--- src/rtl/secf_pkg.sv ---
// ----------------------------------------------------------------------------
// secf_pkg
// shared constants, types and channel-to-strip map for the strip event finder
// ----------------------------------------------------------------------------
package secf_pkg;

  localparam int Strips = 128;
  localparam int FracBits = 8;
  localparam logic [15:0] CrcPoly = 16'h8408;
  localparam logic [15:0] CrcInit = 16'hffff;

  typedef enum logic [2:0] {
    ST_IDLE, ST_CRC, ST_MAP, ST_SCAN, ST_DIV, ST_OUT, ST_EMPTY
  } state_t;

  function automatic logic [6:0] chan_to_strip(input logic [6:0] ch);
    logic [6:0] s;
    unique case (ch)
      7'd0: s = 7'd48;   7'd1: s = 7'd67;   7'd2: s = 7'd47;   7'd3: s = 7'd64;
      7'd4: s = 7'd49;   7'd5: s = 7'd68;   7'd6: s = 7'd46;   7'd7: s = 7'd65;
      7'd8: s = 7'd50;   7'd9: s = 7'd69;   7'd10: s = 7'd45;  7'd11: s = 7'd66;
      7'd12: s = 7'd51;  7'd13: s = 7'd70;  7'd14: s = 7'd44;  7'd15: s = 7'd63;
      7'd16: s = 7'd52;  7'd17: s = 7'd71;  7'd18: s = 7'd43;  7'd19: s = 7'd62;
      7'd20: s = 7'd53;  7'd21: s = 7'd72;  7'd22: s = 7'd42;  7'd23: s = 7'd61;
      7'd24: s = 7'd54;  7'd25: s = 7'd73;  7'd26: s = 7'd41;  7'd27: s = 7'd60;
      7'd28: s = 7'd55;  7'd29: s = 7'd74;  7'd30: s = 7'd40;  7'd31: s = 7'd59;
      7'd32: s = 7'd56;  7'd33: s = 7'd75;  7'd34: s = 7'd39;  7'd35: s = 7'd58;
      7'd36: s = 7'd89;  7'd37: s = 7'd76;  7'd38: s = 7'd38;  7'd39: s = 7'd57;
      7'd40: s = 7'd90;  7'd41: s = 7'd77;  7'd42: s = 7'd37;  7'd43: s = 7'd88;
      7'd44: s = 7'd91;  7'd45: s = 7'd78;  7'd46: s = 7'd36;  7'd47: s = 7'd87;
      7'd48: s = 7'd92;  7'd49: s = 7'd79;  7'd50: s = 7'd35;  7'd51: s = 7'd86;
      7'd52: s = 7'd93;  7'd53: s = 7'd80;  7'd54: s = 7'd34;  7'd55: s = 7'd85;
      7'd56: s = 7'd94;  7'd57: s = 7'd81;  7'd58: s = 7'd33;  7'd59: s = 7'd84;
      7'd60: s = 7'd95;  7'd61: s = 7'd82;  7'd62: s = 7'd32;  7'd63: s = 7'd83;
      7'd64: s = 7'd96;  7'd65: s = 7'd110; 7'd66: s = 7'd31;  7'd67: s = 7'd109;
      7'd68: s = 7'd97;  7'd69: s = 7'd111; 7'd70: s = 7'd30;  7'd71: s = 7'd108;
      7'd72: s = 7'd98;  7'd73: s = 7'd112; 7'd74: s = 7'd29;  7'd75: s = 7'd107;
      7'd76: s = 7'd99;  7'd77: s = 7'd113; 7'd78: s = 7'd28;  7'd79: s = 7'd106;
      7'd80: s = 7'd100; 7'd81: s = 7'd114; 7'd82: s = 7'd27;  7'd83: s = 7'd105;
      7'd84: s = 7'd101; 7'd85: s = 7'd115; 7'd86: s = 7'd26;  7'd87: s = 7'd104;
      7'd88: s = 7'd102; 7'd89: s = 7'd116; 7'd90: s = 7'd25;  7'd91: s = 7'd103;
      7'd92: s = 7'd7;   7'd93: s = 7'd117; 7'd94: s = 7'd24;  7'd95: s = 7'd6;
      7'd96: s = 7'd8;   7'd97: s = 7'd118; 7'd98: s = 7'd23;  7'd99: s = 7'd5;
      7'd100: s = 7'd9;  7'd101: s = 7'd119; 7'd102: s = 7'd22; 7'd103: s = 7'd4;
      7'd104: s = 7'd10; 7'd105: s = 7'd120; 7'd106: s = 7'd21; 7'd107: s = 7'd3;
      7'd108: s = 7'd11; 7'd109: s = 7'd121; 7'd110: s = 7'd20; 7'd111: s = 7'd2;
      7'd112: s = 7'd12; 7'd113: s = 7'd122; 7'd114: s = 7'd19; 7'd115: s = 7'd1;
      7'd116: s = 7'd13; 7'd117: s = 7'd123; 7'd118: s = 7'd18; 7'd119: s = 7'd126;
      7'd120: s = 7'd14; 7'd121: s = 7'd124; 7'd122: s = 7'd17; 7'd123: s = 7'd0;
      7'd124: s = 7'd15; 7'd125: s = 7'd125; 7'd126: s = 7'd16; default: s = 7'd127;
    endcase
    return s;
  endfunction

endpackage

--- src/rtl/secf_div.sv ---
// ----------------------------------------------------------------------------
// secf_div
// restoring divider, one quotient bit per cycle: (sum << frac) / size
// ----------------------------------------------------------------------------
module secf_div import secf_pkg::*; (
  input  logic        clk,
  input  logic        rst,
  input  logic        start,
  input  logic [13:0] sum,
  input  logic [7:0]  size,
  output logic        done,
  output logic [14:0] quot
);

  localparam int NumW = 14 + FracBits;

  logic [NumW-1:0] num;
  logic [8:0]      rem;
  logic [NumW-1:0] q;
  logic [7:0]      dvs;
  logic [4:0]      cnt;
  logic            busy;
  logic [8:0]      trial;
  logic [9:0]      diff;

  assign trial = {rem[7:0], num[NumW-1]};
  assign diff  = {1'b0, trial} - {2'b00, dvs};
  assign quot  = q[14:0];

  always_ff @(posedge clk) begin
    if (rst) begin
      busy <= 1'b0;
      done <= 1'b0;
    end else begin
      done <= 1'b0;
      if (start) begin
        busy <= 1'b1;
        cnt  <= 5'(NumW);
        num  <= NumW'({sum, {FracBits{1'b0}}});
        rem  <= '0;
        q    <= '0;
        dvs  <= size;
      end else if (busy) begin
        num <= {num[NumW-2:0], 1'b0};
        if (!diff[9]) begin
          rem <= diff[8:0];
          q   <= {q[NumW-2:0], 1'b1};
        end else begin
          rem <= trial;
          q   <= {q[NumW-2:0], 1'b0};
        end
        cnt <= cnt - 5'd1;
        if (cnt == 5'd1) begin
          busy <= 1'b0;
          done <= 1'b1;
        end
      end
    end
  end

endmodule

--- src/rtl/strip_event_crc_and_cluster_finder.sv ---
// ----------------------------------------------------------------------------
// strip_event_crc_and_cluster_finder
// event crc-16 check and strip cluster finder
// ----------------------------------------------------------------------------
// One event is taken when ready is high; ready stays low until its last
// result is taken. The CRC runs one bit a cycle, the channel map fills
// the strip vector one channel a cycle, and the scan walks one strip a
// cycle, pausing at the end of each cluster for a serial division and an
// output that waits for out_ready.
module strip_event_crc_and_cluster_finder import secf_pkg::*; (
  input  logic        clk,
  input  logic        rst,
  input  logic        in_valid,
  output logic        in_ready,
  input  logic [15:0] bc_word,
  input  logic [15:0] ec_word,
  input  logic [15:0] chip_word,
  input  logic [63:0] hits_low,
  input  logic [63:0] hits_high,
  input  logic [15:0] crc_word,
  output logic        out_valid,
  input  logic        out_ready,
  output logic        crc_ok,
  output logic [11:0] bunch_crossing,
  output logic [7:0]  event_count,
  output logic [3:0]  flags,
  output logic [11:0] chip_id,
  output logic        has_cluster,
  output logic [7:0]  cluster_size,
  output logic [14:0] cluster_position,
  output logic [5:0]  cluster_index,
  output logic        last
);

  state_t state, state_next;

  logic [175:0] sreg;
  logic [127:0] hits;
  logic [127:0] strip;
  logic [15:0]  crc, rx, bc, ec, chip;
  logic [7:0]   cnt;
  logic [7:0]   run;
  logic [13:0]  sum;
  logic [6:0]   nclus;
  logic         div_start, div_done;
  logic [14:0]  quot;
  logic         cur;
  logic         more;

  // eight crc words from the hit bits: high half then low half,
  // each half 63..48 first
  function automatic logic [127:0] hits_reorder(input logic [127:0] h);
    logic [127:0] r;
    r = {h[15:0], h[31:16], h[47:32], h[63:48],
         h[79:64], h[95:80], h[111:96], h[127:112]};
    return r;
  endfunction

  secf_div u_div (
    .clk(clk), .rst(rst), .start(div_start), .sum(sum), .size(run),
    .done(div_done), .quot(quot)
  );

  assign in_ready  = (state == ST_IDLE);
  assign out_valid = (state == ST_OUT) || (state == ST_EMPTY);
  assign cur       = (cnt < 8'd128) && strip[cnt[6:0]];
  // another run exists at or above the current position
  assign more      = |(strip >> cnt);

  assign crc_ok         = (crc == rx);
  assign bunch_crossing = bc[11:0];
  assign event_count    = ec[11:4];
  assign flags          = ec[3:0];
  assign chip_id        = chip[11:0];
  assign has_cluster    = (state == ST_OUT);
  assign cluster_size   = (state == ST_OUT) ? run : 8'd0;
  assign cluster_position = (state == ST_OUT) ? quot : 15'd0;
  assign cluster_index  = (state == ST_OUT) ? nclus[5:0] : 6'd0;
  assign last           = (state == ST_EMPTY) || !more;

  always_comb begin
    state_next = state;
    div_start  = 1'b0;
    unique case (state)
      ST_IDLE:  if (in_valid) state_next = ST_CRC;
      ST_CRC:   if (cnt == 8'd175) state_next = ST_MAP;
      ST_MAP:   if (cnt == 8'd127) state_next = ST_SCAN;
      ST_SCAN: begin
        if (!cur && run != 8'd0) begin
          div_start  = 1'b1;
          state_next = ST_DIV;
        end else if (cnt == 8'd128) begin
          state_next = (nclus == 7'd0) ? ST_EMPTY : ST_IDLE;
        end
      end
      ST_DIV:   if (div_done) state_next = ST_OUT;
      ST_OUT:   if (out_ready) state_next = more ? ST_SCAN : ST_IDLE;
      ST_EMPTY: if (out_ready) state_next = ST_IDLE;
      default:  state_next = ST_IDLE;
    endcase
  end

  always_ff @(posedge clk) begin
    if (rst) state <= ST_IDLE;
    else     state <= state_next;
  end

  always_ff @(posedge clk) begin
    unique case (state)
      ST_IDLE: begin
        sreg  <= {hits_reorder({hits_high, hits_low}), chip_word, ec_word, bc_word};
        hits  <= {hits_high, hits_low};
        bc    <= bc_word;
        ec    <= ec_word;
        chip  <= chip_word;
        rx    <= crc_word;
        crc   <= CrcInit;
        cnt   <= '0;
        strip <= '0;
        run   <= '0;
        sum   <= '0;
        nclus <= '0;
      end
      ST_CRC: begin
        // hits_high words go out high word first, low bit first
        crc <= (crc[0] == sreg[0]) ? (crc >> 1) : ((crc >> 1) ^ CrcPoly);
        if (cnt == 8'd175) cnt <= '0;
        else               cnt <= cnt + 8'd1;
        sreg <= sreg >> 1;
      end
      ST_MAP: begin
        if (hits[cnt[6:0]]) strip[chan_to_strip(cnt[6:0])] <= 1'b1;
        cnt <= (cnt == 8'd127) ? 8'd0 : cnt + 8'd1;
      end
      ST_SCAN: begin
        if (cur) begin
          run <= run + 8'd1;
          sum <= sum + {7'd0, cnt[6:0]};
          cnt <= cnt + 8'd1;
        end else if (run == 8'd0 && cnt != 8'd128) begin
          cnt <= cnt + 8'd1;
        end
      end
      ST_OUT: begin
        if (out_ready) begin
          nclus <= nclus + 7'd1;
          run   <= '0;
          sum   <= '0;
        end
      end
      default: ;
    endcase
  end

endmodule
--- config.mk ---
export PLATFORM = sky130hd
export DESIGN_NAME = strip_event_crc_and_cluster_finder
export DESIGN_NICKNAME = d
export VERILOG_FILES = /design/src/rtl/secf_pkg.sv /design/src/rtl/secf_div.sv /design/src/rtl/strip_event_crc_and_cluster_finder.sv
export SDC_FILE = /design/constraint.sdc
export NUM_CORES = 1
export LEC_CHECK = 0
export ABC_AREA = 1
export BUFFER_PORTS_ARGS = -buffer_cell sky130_fd_sc_hd__buf_2
export CORE_AREA = 2 2 292 294
export CTS_BUF_LIST = sky130_fd_sc_hd__clkbuf_4 sky130_fd_sc_hd__clkbuf_8
export DETAILED_ROUTE_END_ITERATION = 12
export DIE_AREA = 0 0 294 296
export GPL_TIMING_DRIVEN = 0
export PLACE_DENSITY = 0.68
export SKIP_LAST_GASP = 1
export SLEW_MARGIN = 15
export SYNTH_ARGS = -nofsm -noshare
export SYNTH_HDL_FRONTEND = slang
export SYNTH_HIERARCHICAL = 1
export SYNTH_SLANG_ARGS = --single-unit
export TNS_END_PERCENT = 100
--- constraint.sdc ---
create_clock -name clk -period 16.35 [get_ports clk]
set_input_delay 2.4525 -clock clk [delete_from_list [all_inputs] [get_ports clk]]
set_output_delay 2.4525 -clock clk [all_outputs]
set_load 0.01 [all_outputs]
==> key figures, run 1 <==
Run status
  • Status: complete, no violations

Synthesis
  • Post-Synthesis Cells: roughly 4.1k
  • Synth unique cells: 50
  • Synth warnings: 6
  • Leading area contributor after synthesis: edfxtp_1
  • Top post-synthesis cells by area: edfxtp_1 53%, nand2_1 17%, nand3_1 9.2%
  • Yosys top cell area share: a little over half
  • Syn nets: 4289
  • FFs w/ async S/R, synth: 0%
  • Most used DFF post-synth: edfxtp_1
  • Post-synthesis register bit count: 599
  • Post-synthesis sequential area ratio: 53.73%
  • Mapped Avg Cell Area: 8.189 um^2
  • Mapped Area: 0.03325 mm^2
  • Post-synth EDFFs: 587

Drt
  • Vias: 31.02k
  • Final ANT Viol Nets: 0
  • DRC viols: 0
  • Vias per inst: around 5.5
  • Final Routed Wirelength: between 100000 and 150000 um
  • Initial DRC Count: 3606
  • First-pass DRT Iterations: 8
  • Routed wire per std cell: 20.70 um

Timing
  • Worst-margin pin slew: ~1.3 ns
  • F_max: between 0.1 and 0.15 GHz
  • Worst Skew: 0.06793 ns
  • Hold_ws: 0.4879 ns
  • Final hold violations: 0
  • Final period utilization: 44.94%
  • Setup violators final: 0
  • Max Slew Vio Count: 0
  • Fin Setup TNS: 0 ns
  • RSZ-0062 raised after global routing: false
  • Slew HR: 13.22%
  • Post-route minimum period: 7.347 ns

Clocking
  • Clock Latency Late Sink: around 0.77 ns
  • CTS Buf Count: 98
  • Post-CTS sizing: 0
  • Root Buffer: clkbuf_8
  • CTS clock-pin slew for the worst setup and hold paths: roughly 0.06 ns
  • Depth of the CTS H-tree: 3
  • Postcts setup bufs: 0
  • Clock sinks: approximately 600
  • Hold-fix buffers at CTS: 0
  • CTS tree: yes
  • CTS Buffer Depth: 3

Layout
  • Finished Layout Cells: 5617
  • Proportion of layout cells with a drive suffix above 1: 12.41%
  • Multi-input gate area: roughly 0.014 mm^2
  • Register Area: 0.01787 mm^2
  • Final instance area: ~0.038 mm^2
  • Most frequent cells in the layout: 1494 x nand2_1, 610 x nand3_1, 587 x edfxtp_1, 407 x nor2_1, 322 x buf_2
  • Layout Nets: 4671
  • Most common cell after layout, fill and taps aside: nand2_1
  • Fill count: 8246
  • Synthesis-to-finish area growth: 15.31%

Setup path
  • FF-to-FF Start: cnt[0]
  • Worst EP required: 13.90 ns
  • CP Launch Type: flip-flop
  • CP delay by family, top: buffers and inverters
  • CP startpoint: cnt[3]
  • Worst setup EP type: primary output
  • Critical path's slowest cell: clkbuf_1
  • Crit-path cells: buf_2 -> buf_2 -> buf_1 -> clkbuf_1 -> o21ai_0 -> nand3_1 -> o21ai_0 -> nor2_1 -> nor2_1 -> nand3b_1 -> nand2_1 -> nand3_1 -> nand2_1 -> buf_2
  • Worst Setup Path Type: flip-flop to primary output
  • Slowest stage delay, CP: 1.01 ns
  • CP max FO: 11
  • Most used cell, CP: buf_2
  • WP data arrival: approximately 4.9 ns
  • CP Buf/Inv Count: 5

Min path
  • Worst min path class: flip-flop to flip-flop
  • Hold path start: sreg[85]

Die
  • Core region area: 0.08421 mm^2
  • Die W: 294 um
  • Ports: 266
  • Die height: 296 um
  • Site Rows: ~110
  • Initial Utilization: 39.49%
  • Die area: 0.08702 mm^2

Place
  • Placer Congestion: 1.013
  • Port bufs: 265
  • Placed Area: between 0.03 and 0.04 mm^2
  • Placed Instances: 5433
  • Post-DP HPWL: 87450 um

Global route
  • Pin count of the biggest net entering global routing: 61
  • First-pass GRT wire length: 172500 um
  • Grt ovf: 0
  • Vias in the first global route: around 30k
  • GRT Util Overall: 26.10%
  • Initial antenna violation count: 40

Pwr
  • Power per Cell Area: between 200 and 250 mW/mm^2
  • Cell leakage power: 16.62 nW
  • Max VDD drop: 0.0001132 V
  • Final Power: 8.598 mW

Run
  • Max_cap viols: 0
-- worst register-to-register path, cell delays in order (launching register included) --
cell and delay [ns]:
edfxtp_1 0.47, buf_6 0.21, inv_4 0.09, buf_6 0.15
buf_4 0.20, buf_4 0.22, buf_2 0.31, clkbuf_1 0.54
clkbuf_1 0.61, ha_1 0.28, inv_1 0.04, nor4_1 0.36
inv_1 0.07, nand2_1 0.11, nand4_4 0.19, nand2_4 0.18
buf_6 0.17, inv_1 0.19, nand2_1 0.11, nand2_1 0.15
ha_1 0.46, inv_1 0.13, nand2_1 0.17, nand3_1 0.13
nand3_1 0.09, nand3_1 0.09, o21ai_1 0.12
-- report_power, final --
| part | switching (mW) | internal [mW] | total [mW] |
|---|---|---|---|
| Combinational | 3.12 | 1.20 | 4.32 |
| Clock | 0.638 | 0.690 | 1.33 |
| Sequential | 0.356 | 2.59 | 2.95 |
| Total | 4.12 | 4.48 | 8.60 |
-- state kept, by name, indices dropped and copies added, names as in the netlist, 3 cells and up, named ones only --
name and count:
hits 128, u_div/cnt 5, strip 128, nclus 7, crc 16, sreg 176, u_div/rem 8, u_div/num 14
cnt 8, chip 12, run 8, u_div/dvs 8, state 3, u_div/q 15, ec 12, bc 12
sum 14, rx 16
-- layer usage --
metal,wire [um],vias up,GRT usage (%)
met3,10130,393,6.445
met1,45890,14555,32.61
met5,348,-,0
met2,54140,1490,42.30
li1,-,14528,-
met4,5748,52,12.89
-- worst paths after layout --
path	slack, ns	end	cells past startpoint
max	9.00	last	14
min	0.49	sreg[84]	2
max reg2reg	10.43	flip-flop	26
min reg2reg	0.49	sreg[84]	2
-- synthesized netlist by cell type (2+ instances only) --
cell / count
a21oi_1: 173
ha_1: 30
buf_2: 57
nand3_2: 3
nand3_1: 610
inv_1: 166
nor4_1: 9
buf_6: 9
dfxtp_1: 12
nand3b_1: 9
edfxtp_1: 587
nand2_1: 1495
nor3b_1: 3
o21ai_0: 132
o21ai_1: 10
inv_2: 2
nor3_1: 22
o211ai_2: 2
nand4_1: 27
xnor2_1: 16
nand2_4: 6
o2111ai_1: 2
o221ai_1: 21
clkbuf_1: 110
buf_4: 11
nand2_2: 11
xor2_1: 9
o22ai_1: 10
buf_1: 37
or2_2: 15
clkinv_1: 4
nor2_1: 409
fa_1: 2
and2_1: 5
o211ai_1: 14
o21a_1: 4
a31oi_1: 3
inv_4: 2
-- cell type report --
type / count / share of cell area [%]
clock inverters: 42 / 0.9789
inverters: 175 / 1.739
repair buffers: 282 / 4.444
diodes: 13 / 0.08484
clock buffers: 129 / 4.124
multi-input cells: 3063 / 35.81
flip-flops and latches: 599 / 46.60
plain buffers: 224 / 2.663
well taps: 1090 / 3.557
-- kinds of logic after synthesis --
group	synth area share [%]
AO/OA/AOI/OAI	6.265
XOR/XNOR	0.6584
adder cells (fa/ha/maj)	1.249
buffers and inverters	5.076
flip-flops	53.73
AND/OR/NAND/NOR	33.02
-- per-stage QoR --
stage	setup slack, ns	util, %
after floorplan	4.055	-
after global placement	-1.969	42.68
after detailed placement	9.871	43.17
after CTS	9.072	45.50
after global routing	8.851	45.53
final	9.003	45.54
Note: power is estimated with default switching activity, not from simulation.
==> run 2, diff against run 1 <==
==> constraint.sdc (replaced) <==
create_clock -name clk -period 7.1 [get_ports clk]
set_input_delay 1.065 -clock clk [delete_from_list [all_inputs] [get_ports clk]]
set_output_delay 1.065 -clock clk [all_outputs]
set_load 0.01 [all_outputs]
==> run 2 against run 1 <==
Against the previous run: sequential share of layout area decreased by 0.28 points; setup slack got worse by 7.9 ns; sequential cell count unchanged; register-to-register slack got worse by 9.2 ns; critical endpoint unchanged; non-clock buffer count increased by 1; sequential power increased by 130%.
==> key figures, run 2 (synthesized netlist as in run 1, its figures left out) <==
Timing
  • F_max: around 0.17 GHz
  • Fin Setup TNS: 0 ns (unchanged)
  • Slew HR: 8.093% (-5.1 points)
  • Final period utilization: 83.80%
  • Setup violators final: 0 (unchanged)
  • Final hold violations: 0 (unchanged)
  • Worst-margin pin slew: 1.379 ns (+0.07685 ns)
  • Max Slew Vio Count: 0 (unchanged)
  • Worst Skew: 0.06616 ns (-0.001769 ns)
  • Hold_ws: 0.4749 ns (-0.01305 ns)
  • Post-route minimum period: 5.950 ns
  • RSZ-0062 raised after global routing: false

Global route
  • Pin count of the biggest net entering global routing: 62 (+1.6%)
  • Met2 GRT Util: 42.51% (+0.21 points)
  • First-pass GRT wire length: 174100 um (+0.92%)
  • Vias in the first global route: 29.77k (+0.53%)
  • Met1 Track Usage GR: 33.31% (+0.69 points)
  • Initial antenna violation count: 35 (-13%)
  • GRT Util Overall: 26.23% (+0.13 points)
  • Gr busiest metal: met2
  • Met3 usage: 5.756% (-0.69 points)
  • Grt ovf: 0 (unchanged)

Pwr
  • Power per Cell Area: 520.3 mW/mm^2 (+130%)
  • Max VDD drop: 0.0002531 V (+120%)
  • Final Power: 20.07 mW (+130%)
  • Cell leakage power: 16.72 nW (+0.62%)

Run status
  • Status: complete, no violations

Setup path
  • Most used cell, CP: nand3_1
  • CP Launch Type: flip-flop
  • Slowest stage delay, CP: 1.06 ns (+0.05 ns)
  • Worst setup EP type: primary output
  • WP data arrival: 4.88 ns (about the same)
  • Worst Setup Path Type: flip-flop to primary output
  • CP max FO: 10 (-1)
  • Critical path's slowest cell: clkbuf_1
  • Crit-path cells: buf_2 -> buf_2 -> buf_1 -> clkbuf_1 -> o21ai_0 -> nand3_1 -> o21ai_0 -> nand3_1 -> nand3_1 -> nand2_1 -> inv_1 -> nand3_1 -> nand2_1 -> buf_2
  • Worst EP required: 6.03 ns (-7.87 ns)

Clocking
  • CTS Buf Count: 101 (+3.1%)
  • Postcts setup bufs: 0 (unchanged)
  • Root Buffer: clkbuf_8
  • Hold-fix buffers at CTS: 0 (unchanged)
  • Clock sinks: 599 (unchanged)
  • Depth of the CTS H-tree: 3 (unchanged)
  • Clock Latency Late Sink: 0.78 ns (about the same)
  • CTS clock-pin slew for the worst setup and hold paths: 0.06 ns (about the same)
  • Post-CTS sizing: 0 (unchanged)
  • CTS tree: yes
  • CTS Buffer Depth: 3 (unchanged)

Layout
  • Proportion of layout cells with a drive suffix above 1: 12.55% (+0.15 points)
  • Top flop regs: sreg: 176 flops, hits: 128 flops, strip: 128 flops
  • Finished Layout Cells: 5634 (+0.30%)
  • Most frequent cells in the layout: 1494 x nand2_1, 610 x nand3_1, 587 x edfxtp_1, 407 x nor2_1, 322 x buf_2
  • Register Area: 0.01787 mm^2 (unchanged)
  • Multi-input gate area: 0.01373 mm^2 (unchanged)
  • Most flops, register: sreg
  • Number of flip-flops in the largest register: 176 (unchanged)
  • Most common cell after layout, fill and taps aside: nand2_1
  • Synthesis-to-finish area growth: 16.01%
  • Finished Core Util: 45.81% (+0.27 points)
  • Layout Nets: 4675 (+0.086%)
  • Fill count: 8270 (+0.29%)

Drt
  • First-pass DRT Iterations: 6 (-2)
  • DRC viols: 0 (unchanged)
  • Final Routed Wirelength: 117300 um (+0.87%)
  • Vias per inst: 5.551 (+0.53%)
  • Initial DRC Count: 3438 (-4.7%)
  • Routed wire per std cell: 20.81 um (+0.56%)
  • Vias: 31.28k (+0.83%)
  • Final ANT Viol Nets: 0 (unchanged)

Min path
  • Worst min path class: input pin to flip-flop

Place
  • Placer Congestion: 1.001 (-1.2%)
  • Placed Instances: 5434 (+0.018%)
  • Port bufs: 265 (unchanged)
  • Post-DP HPWL: 87830 um (+0.43%)

Die
  • Die W: 294 um (unchanged)
  • Die area: 0.08702 mm^2 (unchanged)
  • Site Rows: 107 (unchanged)
  • Core region area: 0.08421 mm^2 (unchanged)
  • Initial Utilization: 39.49% (unchanged)
  • Die height: 296 um (unchanged)
  • Ports: 266 (unchanged)

Run
  • Max_cap viols: 0 (unchanged)
run 2: path summary, 6_finish.rpt:
check | from | endpoint | slack [ns] | cells past startpoint
worst max-delay path | cnt[3] | last | 1.15 | 14
worst min-delay path | bc_word[7] | bc[7] | 0.47 | 1
worst max register to register | cnt[0] | flip-flop | 1.23 | 28
worst min register to register | run[3] | u_div/dvs[3] | 0.49 | 0
run 2: power breakdown:
group | switching [mW] | internal [mW] | leakage [nW]
Sequential | 0.806 | 5.97 | 6.05
Clock | 1.54 | 1.74 | 1.10
Combinational | 7.24 | 2.79 | 9.56
run 2: area by class of cell:
type,count,area share (%)
diodes,11,0.07135
plain buffers,224,2.647
clock buffers,125,4.135
clock inverters,64,1.434
inverters,175,1.729
multi-input cells,3063,35.60
flip-flops and latches,599,46.32
well taps,1090,3.535
repair buffers,283,4.534
run 2: stage by stage:
step	instance area (um^2)	setup WS [ns]
after floorplan	33260	0.2979
after global placement	35950	-2.686
after detailed placement	36400	1.285
after CTS	38550	1.240
after global routing	38570	0.8470
final	38580	1.150
run 2: per-layer routing:
layer / up-vias / routed length [um]
li1: 14545 / -
met1: 14709 / 46110
met2: 1601 / 54290
met3: 375 / 10620
met4: 46 / 5956
met5: - / 295
run 2: critical path: cells and delay by family, from the launching register on:
kind	cells	cell delay, ns
buffers and inverters	6	2.49
and+or+nand+nor	6	0.79
AOI/OAI and AO/OA	2	0.44
DFF	1	0.43
